<file path="src/ebhc_pkg.sv">
// Shared types, constants and CRC-32 helper for the record header checker.
// No dependencies; every other file of the block imports this package.
`timescale 1ns / 1ps

package ebhc_pkg;

  // Header layout, in byte positions from the start of the record
  localparam int unsigned MagicEnd   = 4;
  localparam int unsigned VersionEnd = 6;
  localparam int unsigned LengthEnd  = 8;
  localparam int unsigned SeqStart   = 12;
  localparam int unsigned SeqBytes   = 4;
  localparam int unsigned HdrBytes   = SeqStart + SeqBytes;

  // Byte counter width and its saturation value
  localparam int unsigned CountW = 17;
  localparam logic [CountW-1:0] CountMax = {CountW{1'b1}};

  localparam logic [31:0] CrcPoly = 32'hEDB8_8320;
  localparam logic [31:0] CrcInit = 32'hFFFF_FFFF;

  // Configuration port
  localparam int unsigned CfgIdxW  = 8;
  localparam int unsigned CfgDataW = 32;

  typedef enum logic [CfgIdxW-1:0] {
    CFG_MAGIC_VALUE    = 8'd0,
    CFG_FORMAT_VERSION = 8'd1
  } cfg_idx_e;

  typedef enum logic [2:0] {
    ERR_OK       = 3'd0,
    ERR_SHORT    = 3'd1,
    ERR_MAGIC    = 3'd2,
    ERR_VERSION  = 3'd3,
    ERR_OVERRUN  = 3'd4,
    ERR_CRC      = 3'd5
  } err_code_e;

  typedef struct packed {
    logic [7:0] data_byte;
    logic       last;
  } in_beat_t;

  typedef struct packed {
    logic        valid_res;
    logic [2:0]  error_code;
    logic [31:0] seq_number;
    logic [15:0] payload_length;
  } out_beat_t;

  typedef struct packed {
    logic [31:0] magic_value;
    logic [15:0] format_version;
  } cfg_t;

  // Reflected CRC-32 update over one byte
  function automatic logic [31:0] crc32_byte(input logic [31:0] crc, input logic [7:0] b);
    logic [31:0] c;
    c = crc ^ {24'd0, b};
    for (int i = 0; i < 8; i++) begin
      c = c[0] ? ((c >> 1) ^ CrcPoly) : (c >> 1);
    end
    return c;
  endfunction

endpackage

</file>
<file path="src/env_block_header_crc_check_core.sv">
// Top level of the record header checker: input register, record core, result register.
// Depends on ebhc_pkg, ebhc_cfg_regs, ebhc_record and ebhc_out_reg.
`timescale 1ns / 1ps

// Checks stored records streamed one byte per beat: a 16-byte big-endian header
// (magic, version, payload length, CRC-32, sequence number) then the payload; the
// beat with last set closes the record and yields one result beat. The block takes
// one byte every clock cycle; a result beat shows on the output once its final byte,
// accepted into the input register, has advanced into the result register. The input
// register feeds one byte-wide CRC-32 update and the header checks, which land in the
// result register; input stalls only when a final byte waits on a result register
// that is still full and stalled. Write the expected magic and version only while no
// record is in flight.
module env_block_header_crc_check_core import ebhc_pkg::*; (
  input  logic                clk_i,
  input  logic                rst_ni,
  input  logic                in_valid_i,
  output logic                in_stall_o,
  input  in_beat_t            in_data_i,
  output logic                out_valid_o,
  input  logic                out_stall_i,
  output out_beat_t           out_data_o,
  input  logic                cfg_valid_i,
  output logic                cfg_ready_o,
  input  logic [CfgIdxW-1:0]  cfg_index_i,
  input  logic [CfgDataW-1:0] cfg_data_i
);

  cfg_t      cfg;
  out_beat_t res;
  logic      out_free;
  logic      s1_valid_q, s1_valid_d;
  in_beat_t  s1_data_q;
  logic      s1_adv;
  logic      in_accept;

  ebhc_cfg_regs u_cfg (
    .clk_i       (clk_i),
    .rst_ni      (rst_ni),
    .cfg_valid_i (cfg_valid_i),
    .cfg_ready_o (cfg_ready_o),
    .cfg_index_i (cfg_index_i),
    .cfg_data_i  (cfg_data_i),
    .cfg_o       (cfg)
  );

  // Advance the held byte unless its result has nowhere to go
  assign s1_adv     = s1_valid_q && (!s1_data_q.last || out_free);
  assign in_stall_o = s1_valid_q && !s1_adv;
  assign in_accept  = in_valid_i && !in_stall_o;
  assign s1_valid_d = in_accept || (s1_valid_q && !s1_adv);

  always_ff @(posedge clk_i or negedge rst_ni) begin
    if (!rst_ni) begin
      s1_valid_q <= 1'b0;
    end else begin
      s1_valid_q <= s1_valid_d;
    end
  end

  always_ff @(posedge clk_i) begin
    if (in_accept) begin
      s1_data_q <= in_data_i;
    end
  end

  ebhc_record u_record (
    .clk_i  (clk_i),
    .rst_ni (rst_ni),
    .adv_i  (s1_adv),
    .beat_i (s1_data_q),
    .cfg_i  (cfg),
    .res_o  (res)
  );

  ebhc_out_reg u_out (
    .clk_i       (clk_i),
    .rst_ni      (rst_ni),
    .load_i      (s1_adv && s1_data_q.last),
    .res_i       (res),
    .free_o      (out_free),
    .out_valid_o (out_valid_o),
    .out_stall_i (out_stall_i),
    .out_data_o  (out_data_o)
  );

`ifndef SYNTH
  a_stall_needs_held: assert property (@(posedge clk_i) disable iff (!rst_ni)
    in_stall_o |-> s1_valid_q && s1_data_q.last && out_valid_o && out_stall_i)
    else $error("input stalled without a blocked final byte");
  a_last_makes_result: assert property (@(posedge clk_i) disable iff (!rst_ni)
    s1_adv && s1_data_q.last |=> out_valid_o)
    else $error("final byte advanced without a result beat");
  a_ok_has_valid: assert property (@(posedge clk_i) disable iff (!rst_ni)
    out_valid_o |-> out_data_o.valid_res == (out_data_o.error_code == ERR_OK))
    else $error("result valid flag disagrees with error code");
`endif

endmodule

</file>
<file path="src/ebhc_cfg_regs.sv">
// Configuration registers of the record header checker: expected magic and version.
// Depends on ebhc_pkg for the register index codes and the cfg_t struct.
`timescale 1ns / 1ps

module ebhc_cfg_regs import ebhc_pkg::*; (
  input  logic                clk_i,
  input  logic                rst_ni,
  input  logic                cfg_valid_i,
  output logic                cfg_ready_o,
  input  logic [CfgIdxW-1:0]  cfg_index_i,
  input  logic [CfgDataW-1:0] cfg_data_i,
  output cfg_t                cfg_o
);

  cfg_t cfg_q, cfg_d;

  assign cfg_ready_o = 1'b1;

  // Decode the write beat; unknown indexes are dropped
  always_comb begin
    cfg_d = cfg_q;
    if (cfg_valid_i) begin
      if (cfg_index_i == CFG_MAGIC_VALUE) begin
        cfg_d.magic_value = cfg_data_i[31:0];
      end else if (cfg_index_i == CFG_FORMAT_VERSION) begin
        cfg_d.format_version = cfg_data_i[15:0];
      end
    end
  end

  always_ff @(posedge clk_i or negedge rst_ni) begin
    if (!rst_ni) begin
      cfg_q.magic_value    <= 32'd0;
      cfg_q.format_version <= 16'd1;
    end else begin
      cfg_q <= cfg_d;
    end
  end

  assign cfg_o = cfg_q;

endmodule

</file>
<file path="src/ebhc_record.sv">
// Record state of the header checker: header capture, running CRC, byte count
// and the final checks. Depends on ebhc_pkg.
`timescale 1ns / 1ps

module ebhc_record import ebhc_pkg::*; (
  input  logic      clk_i,
  input  logic      rst_ni,
  input  logic      adv_i,
  input  in_beat_t  beat_i,
  input  cfg_t      cfg_i,
  output out_beat_t res_o
);

  logic [CountW-1:0] count_q, count_d;
  logic [31:0]       magic_q, magic_d;
  logic [15:0]       version_q, version_d;
  logic [15:0]       length_q, length_d;
  logic [31:0]       stored_crc_q, stored_crc_d;
  logic [31:0]       seq_q, seq_d;
  logic [31:0]       crc_q, crc_d;
  logic [CountW-1:0] crc_end;
  err_code_e         code;

  assign crc_end = CountW'(HdrBytes) + {1'b0, length_q};

  // Capture header fields; advance the CRC on bytes from the sequence number to the payload end
  always_comb begin
    magic_d      = magic_q;
    version_d    = version_q;
    length_d     = length_q;
    stored_crc_d = stored_crc_q;
    seq_d        = seq_q;
    crc_d        = crc_q;
    if (count_q < CountW'(MagicEnd)) begin
      magic_d = {magic_q[23:0], beat_i.data_byte};
    end else if (count_q < CountW'(VersionEnd)) begin
      version_d = {version_q[7:0], beat_i.data_byte};
    end else if (count_q < CountW'(LengthEnd)) begin
      length_d = {length_q[7:0], beat_i.data_byte};
    end else if (count_q < CountW'(SeqStart)) begin
      stored_crc_d = {stored_crc_q[23:0], beat_i.data_byte};
    end else if (count_q < CountW'(HdrBytes)) begin
      seq_d = {seq_q[23:0], beat_i.data_byte};
    end
    if (count_q >= CountW'(SeqStart) && count_q < crc_end) begin
      crc_d = crc32_byte(crc_q, beat_i.data_byte);
    end
    count_d = (count_q != CountMax) ? count_q + 1'b1 : count_q;
  end

  // Apply the checks in priority order
  always_comb begin
    priority if (count_d < CountW'(HdrBytes)) begin
      code = ERR_SHORT;
    end else if (magic_d != cfg_i.magic_value) begin
      code = ERR_MAGIC;
    end else if (version_d != cfg_i.format_version) begin
      code = ERR_VERSION;
    end else if (CountW'(HdrBytes) + {1'b0, length_d} > count_d) begin
      code = ERR_OVERRUN;
    end else if (~crc_d != stored_crc_d) begin
      code = ERR_CRC;
    end else begin
      code = ERR_OK;
    end
  end

  always_comb begin
    res_o.valid_res      = (code == ERR_OK);
    res_o.error_code     = code;
    res_o.seq_number     = (code == ERR_OK) ? seq_d : 32'd0;
    res_o.payload_length = (code == ERR_OK) ? length_d : 16'd0;
  end

  // Update on each advancing byte; clear after the final byte
  always_ff @(posedge clk_i or negedge rst_ni) begin
    if (!rst_ni) begin
      count_q      <= '0;
      magic_q      <= '0;
      version_q    <= '0;
      length_q     <= '0;
      stored_crc_q <= '0;
      seq_q        <= '0;
      crc_q        <= CrcInit;
    end else if (adv_i) begin
      if (beat_i.last) begin
        count_q      <= '0;
        magic_q      <= '0;
        version_q    <= '0;
        length_q     <= '0;
        stored_crc_q <= '0;
        seq_q        <= '0;
        crc_q        <= CrcInit;
      end else begin
        count_q      <= count_d;
        magic_q      <= magic_d;
        version_q    <= version_d;
        length_q     <= length_d;
        stored_crc_q <= stored_crc_d;
        seq_q        <= seq_d;
        crc_q        <= crc_d;
      end
    end
  end

`ifndef SYNTH
  a_clear_after_last: assert property (@(posedge clk_i) disable iff (!rst_ni)
    adv_i && beat_i.last |=> count_q == '0 && crc_q == CrcInit)
    else $error("record state not cleared after final byte");
  a_hold_when_idle: assert property (@(posedge clk_i) disable iff (!rst_ni)
    !adv_i |=> $stable(count_q) && $stable(crc_q) && $stable(seq_q))
    else $error("record state moved without an advancing byte");
  a_crc_idle_in_header: assert property (@(posedge clk_i) disable iff (!rst_ni)
    adv_i && !beat_i.last && count_q < CountW'(SeqStart) |=> crc_q == $past(crc_q))
    else $error("CRC advanced on a header byte outside its coverage");
`endif

endmodule

</file>
<file path="src/ebhc_out_reg.sv">
// Result register of the header checker, parting the core from the result channel.
// Depends on ebhc_pkg for the out_beat_t struct.
`timescale 1ns / 1ps

module ebhc_out_reg import ebhc_pkg::*; (
  input  logic      clk_i,
  input  logic      rst_ni,
  input  logic      load_i,
  input  out_beat_t res_i,
  output logic      free_o,
  output logic      out_valid_o,
  input  logic      out_stall_i,
  output out_beat_t out_data_o
);

  logic      valid_q, valid_d;
  out_beat_t data_q;

  // Free when empty or when the held beat leaves this cycle
  assign free_o  = !valid_q || !out_stall_i;
  assign valid_d = load_i || (valid_q && out_stall_i);

  always_ff @(posedge clk_i or negedge rst_ni) begin
    if (!rst_ni) begin
      valid_q <= 1'b0;
    end else begin
      valid_q <= valid_d;
    end
  end

  // Payload loads without reset
  always_ff @(posedge clk_i) begin
    if (load_i) begin
      data_q <= res_i;
    end
  end

  assign out_valid_o = valid_q;
  assign out_data_o  = data_q;

endmodule
</file>
<file path="config.mk">
export PLATFORM = sky130hd
export DESIGN_NAME = env_block_header_crc_check_core
export DESIGN_NICKNAME = d
export VERILOG_FILES = /design/src/ebhc_pkg.sv /design/src/env_block_header_crc_check_core.sv /design/src/ebhc_cfg_regs.sv /design/src/ebhc_record.sv /design/src/ebhc_out_reg.sv
export SDC_FILE = /design/constraint.sdc
export NUM_CORES = 1
export LEC_CHECK = 0
export ABC_AREA = 1
export BUFFER_PORTS_ARGS = -buffer_cell sky130_fd_sc_hd__buf_2
export CAP_MARGIN = 20
export CORE_MARGIN = 2
export CORE_UTILIZATION = 66
export DETAILED_ROUTE_END_ITERATION = 6
export PLACE_DENSITY_LB_ADDON = 0.1
export SLEW_MARGIN = 40
export SYNTH_ARGS = -nofsm -noshare
export SYNTH_HDL_FRONTEND = slang
export SYNTH_SLANG_ARGS = --single-unit
</file>
<file path="constraint.sdc">
create_clock -name clk_i -period 8.1 [get_ports clk_i]
set_input_delay 1.62 -clock clk_i [delete_from_list [all_inputs] [get_ports clk_i]]
set_output_delay 1.62 -clock clk_i [all_outputs]
set_load 0.01 [all_outputs]
</file>
==> impl_metrics.toml <==
[critical_path]
r2r_cells = 30
required_ns = 8.51
slowest_stage = "nand3_4"
regToRegStartpoint = "u_record.length_q[6]"
crit_type = "reg2reg"
cp.arrival_ns = 6.34
rrSetupSlack_ns = 2.17
end_kind = "flip-flop"
r2r-end = "u_out.out_data_o[43]"
start_kind = "flip-flop"
cpPeakStageDelay_ns = 0.49
crit_fanout = 37

[placed_design]
portBuffers = 107
hpwlAfterDp_um = 29800
dp_slack_ns = 2.38
post-place-cells = 2419
routabilityCongestion = 0.957

[timing]
skew_ns = 0.0140
tns_ns = 0
fin_crit_ns = 5.93
max_slew.worst_pin.slew_ns = 0.815
fmax_mhz = 169
drv_slew = 0
rsz0062_at_grt = "false"
hold_viol_final = 0
maxSlewHeadroom_pct = 45.1
period_share_pct = 73.2
setup_viol = 0
setup_ws_ns = 2.17

[min_path]
holdPathStages = 2
hold_end = "u_record.stored_crc_q[26]"
min_from = "u_record.stored_crc_q[26]"
min_path_type = "reg2reg"

[clock_network]
cts_hold_buf = 0
cts_resized = 0
cts-root-buf = "clkbuf_16"
cts_max_path_buffers = 3
cts_tree = "yes"
cts_buffers = 30
post-cts-setup-buffers = 0
clock_latency_ns = 0.56
path_clk_slew_ns = 0.07
h-tree-depth = 1
clock-sinks = 288

[finish]
final_cells = 2476
fin_nets = 2218
final_util_pct = 74.3
syn2layout_area_growth_pct = 10.6
drive_above_1_share_pct = 13.2
diodes = 0

[power]
p_leak_nw = 8.65
power.density_nw_per_um2 = 199
peakVddDrop_uv = 198

[logic_synthesis]
synth_ff_type = "dfrtp_1"
synth_area_leader_cell = "dfrtp_1"
synth-edff-count = 61
yosysMostFrequentCell = "nand2_1"
syn_inst = 2057
ys_seq_elements = 288
yosysWarnings = 0
syn_avg_cell_area_um2 = 7.92
ys_top_cells_by_count = "nand2_1 (594), inv_1 (282), dfrtp_1 (194), o22ai_1 (152)"
async_reset_ff_share_pct = 78.8
synth_cell_types = 47
synth_top_area_share_pct = 29.8
synth_area_leaders = "dfrtp_1 (30%), nand2_1 (14%), edfxtp_1 (11%), inv_1 (6.5%), o22ai_1 (5.8%)"
synth_seq_area_share_pct = 46.3
netlist_area_um2 = 16300
postSynthNetCount = 2147

[global_route]
antenna_found_initial = 0
grt_max_degree = 109
grt_first_pass_wirelength_um = 70500
grtUsageTotal_pct = 34.1
grt_pass1_vias = 13561
gr-total-overflow = 0

[die]
start_util_pct = 67.2
die_h_um = 161
row_count = 57
num_io_pins = 109
core_area_um2 = 24200
chipWidth_um = 161
dieArea_um2 = 26000

[flow_run]
maxCapViolCount = 0

[status]
status = "complete, no violations"

[drt]
drt-total-wl_um = 43800
drt-initial-drc-count = 1569
first_pass_iters = 6
ant_nets = 0
vias_per_cell = 5.72
drc_errors = 0
drt-wirelength-per-cell_um = 17.7
num_vias = 14164
==> sequential cells by signal (all words and copies together), names as in the netlist, 9 cells and up <==
signal and cells:
u_record.magic_q 32, u_out.out_data_o 52, u_record.count_q 17, u_record.stored_crc_q 32, u_record.seq_q 32, u_record.crc_q 32
u_record.length_q 16, u_cfg.cfg_o 48, s1_data_q 9, u_record.version_q 16
==> per-layer routing <==
| layer | track usage [%] | part of all wire, % | vias up |
|---|---|---|---|
| met5 | 0 | 0 | - |
| met4 | 12.7 | 4.1 | 0 |
| met3 | 4.57 | 7.3 | 122 |
| met2 | 55.6 | 47 | 577 |
| met1 | 47.2 | 42 | 6642 |
| li1 | - | - | 6823 |
==> how the worst max path moves through the flow <==
stage                               from                    to  slack [ns]  cells after the start
detailed placement  u_record.count_q[13]  u_out.out_data_o[38]        2.38                     27
CTS                 u_record.count_q[13]  u_out.out_data_o[36]        2.27                     27
global placement    u_record.count_q[13]  u_out.out_data_o[38]        2.11                     27
floorplan           u_record.count_q[13]  u_out.out_data_o[11]        3.89                     28
global route        u_record.length_q[6]  u_out.out_data_o[43]        1.62                     30
finish              u_record.length_q[6]  u_out.out_data_o[43]        2.17                     30
==> critical path: cells and delay by family (launching register included) <==
family | cells | cell delay [ns]
AND/OR/NAND/NOR | 23 | 3.69
flip-flops | 1 | 0.39
adder cells (fa/ha/maj) | 1 | 0.29
buffers and inverters | 5 | 1.07
XOR/XNOR | 1 | 0.29
==> layout by cell type (no fill, tap or decap), types with 31 or more instances in the layout <==
master / instances
o21ai_1: 60
buf_2: 106
xor2_1: 70
dfstp_2: 33
edfxtp_1: 61
o22ai_1: 152
nand2_1: 592
nand3_1: 78
o21ai_0: 113
ha_1: 36
inv_1: 281
dfrtp_1: 194
xnor2_1: 36
nor2_1: 115
clkbuf_16: 31
==> stage by stage <==
step	hold WS, ns	power [mW]	area (µm²)
floorplan	0.448	2.04	16300
global placement	0.465	2.20	17000
detailed placement	0.473	2.22	17000
CTS	0.488	3.60	18000
global route	0.505	3.73	18000
finish	0.482	3.59	18000
==> report_power, final <==
group          switching, mW  internal (mW)
logic                  0.395          0.208
registers             0.0553           1.55
clock network          0.573          0.804
total                   1.02           2.56
==> logic make-up (layout without fill, tap and decap cells) <==
group,Yosys count,in the layout,synth area share [%]
multiplexers,13,13,0.898
flip-flops,288,288,46.3
XOR/XNOR,106,106,5.70
other,1,1,0.0230
buffers and inverters,386,481,9.50
AO/OA/AOI/OAI,368,368,13.0
adder cells (fa/ha/maj),36,36,2.76
AND/OR/NAND/NOR,859,859,21.7
==> final cells by class <==
class	count	area, µm²
clock buffer	40	860
clock inverter	16	130
fill	1847	6230
inverter	301	1140
multi-input combinational	1383	7210
sequential	288	7550
tap	324	405
timing repair buffer	124	726
Power figures use the tool's default switching activity.
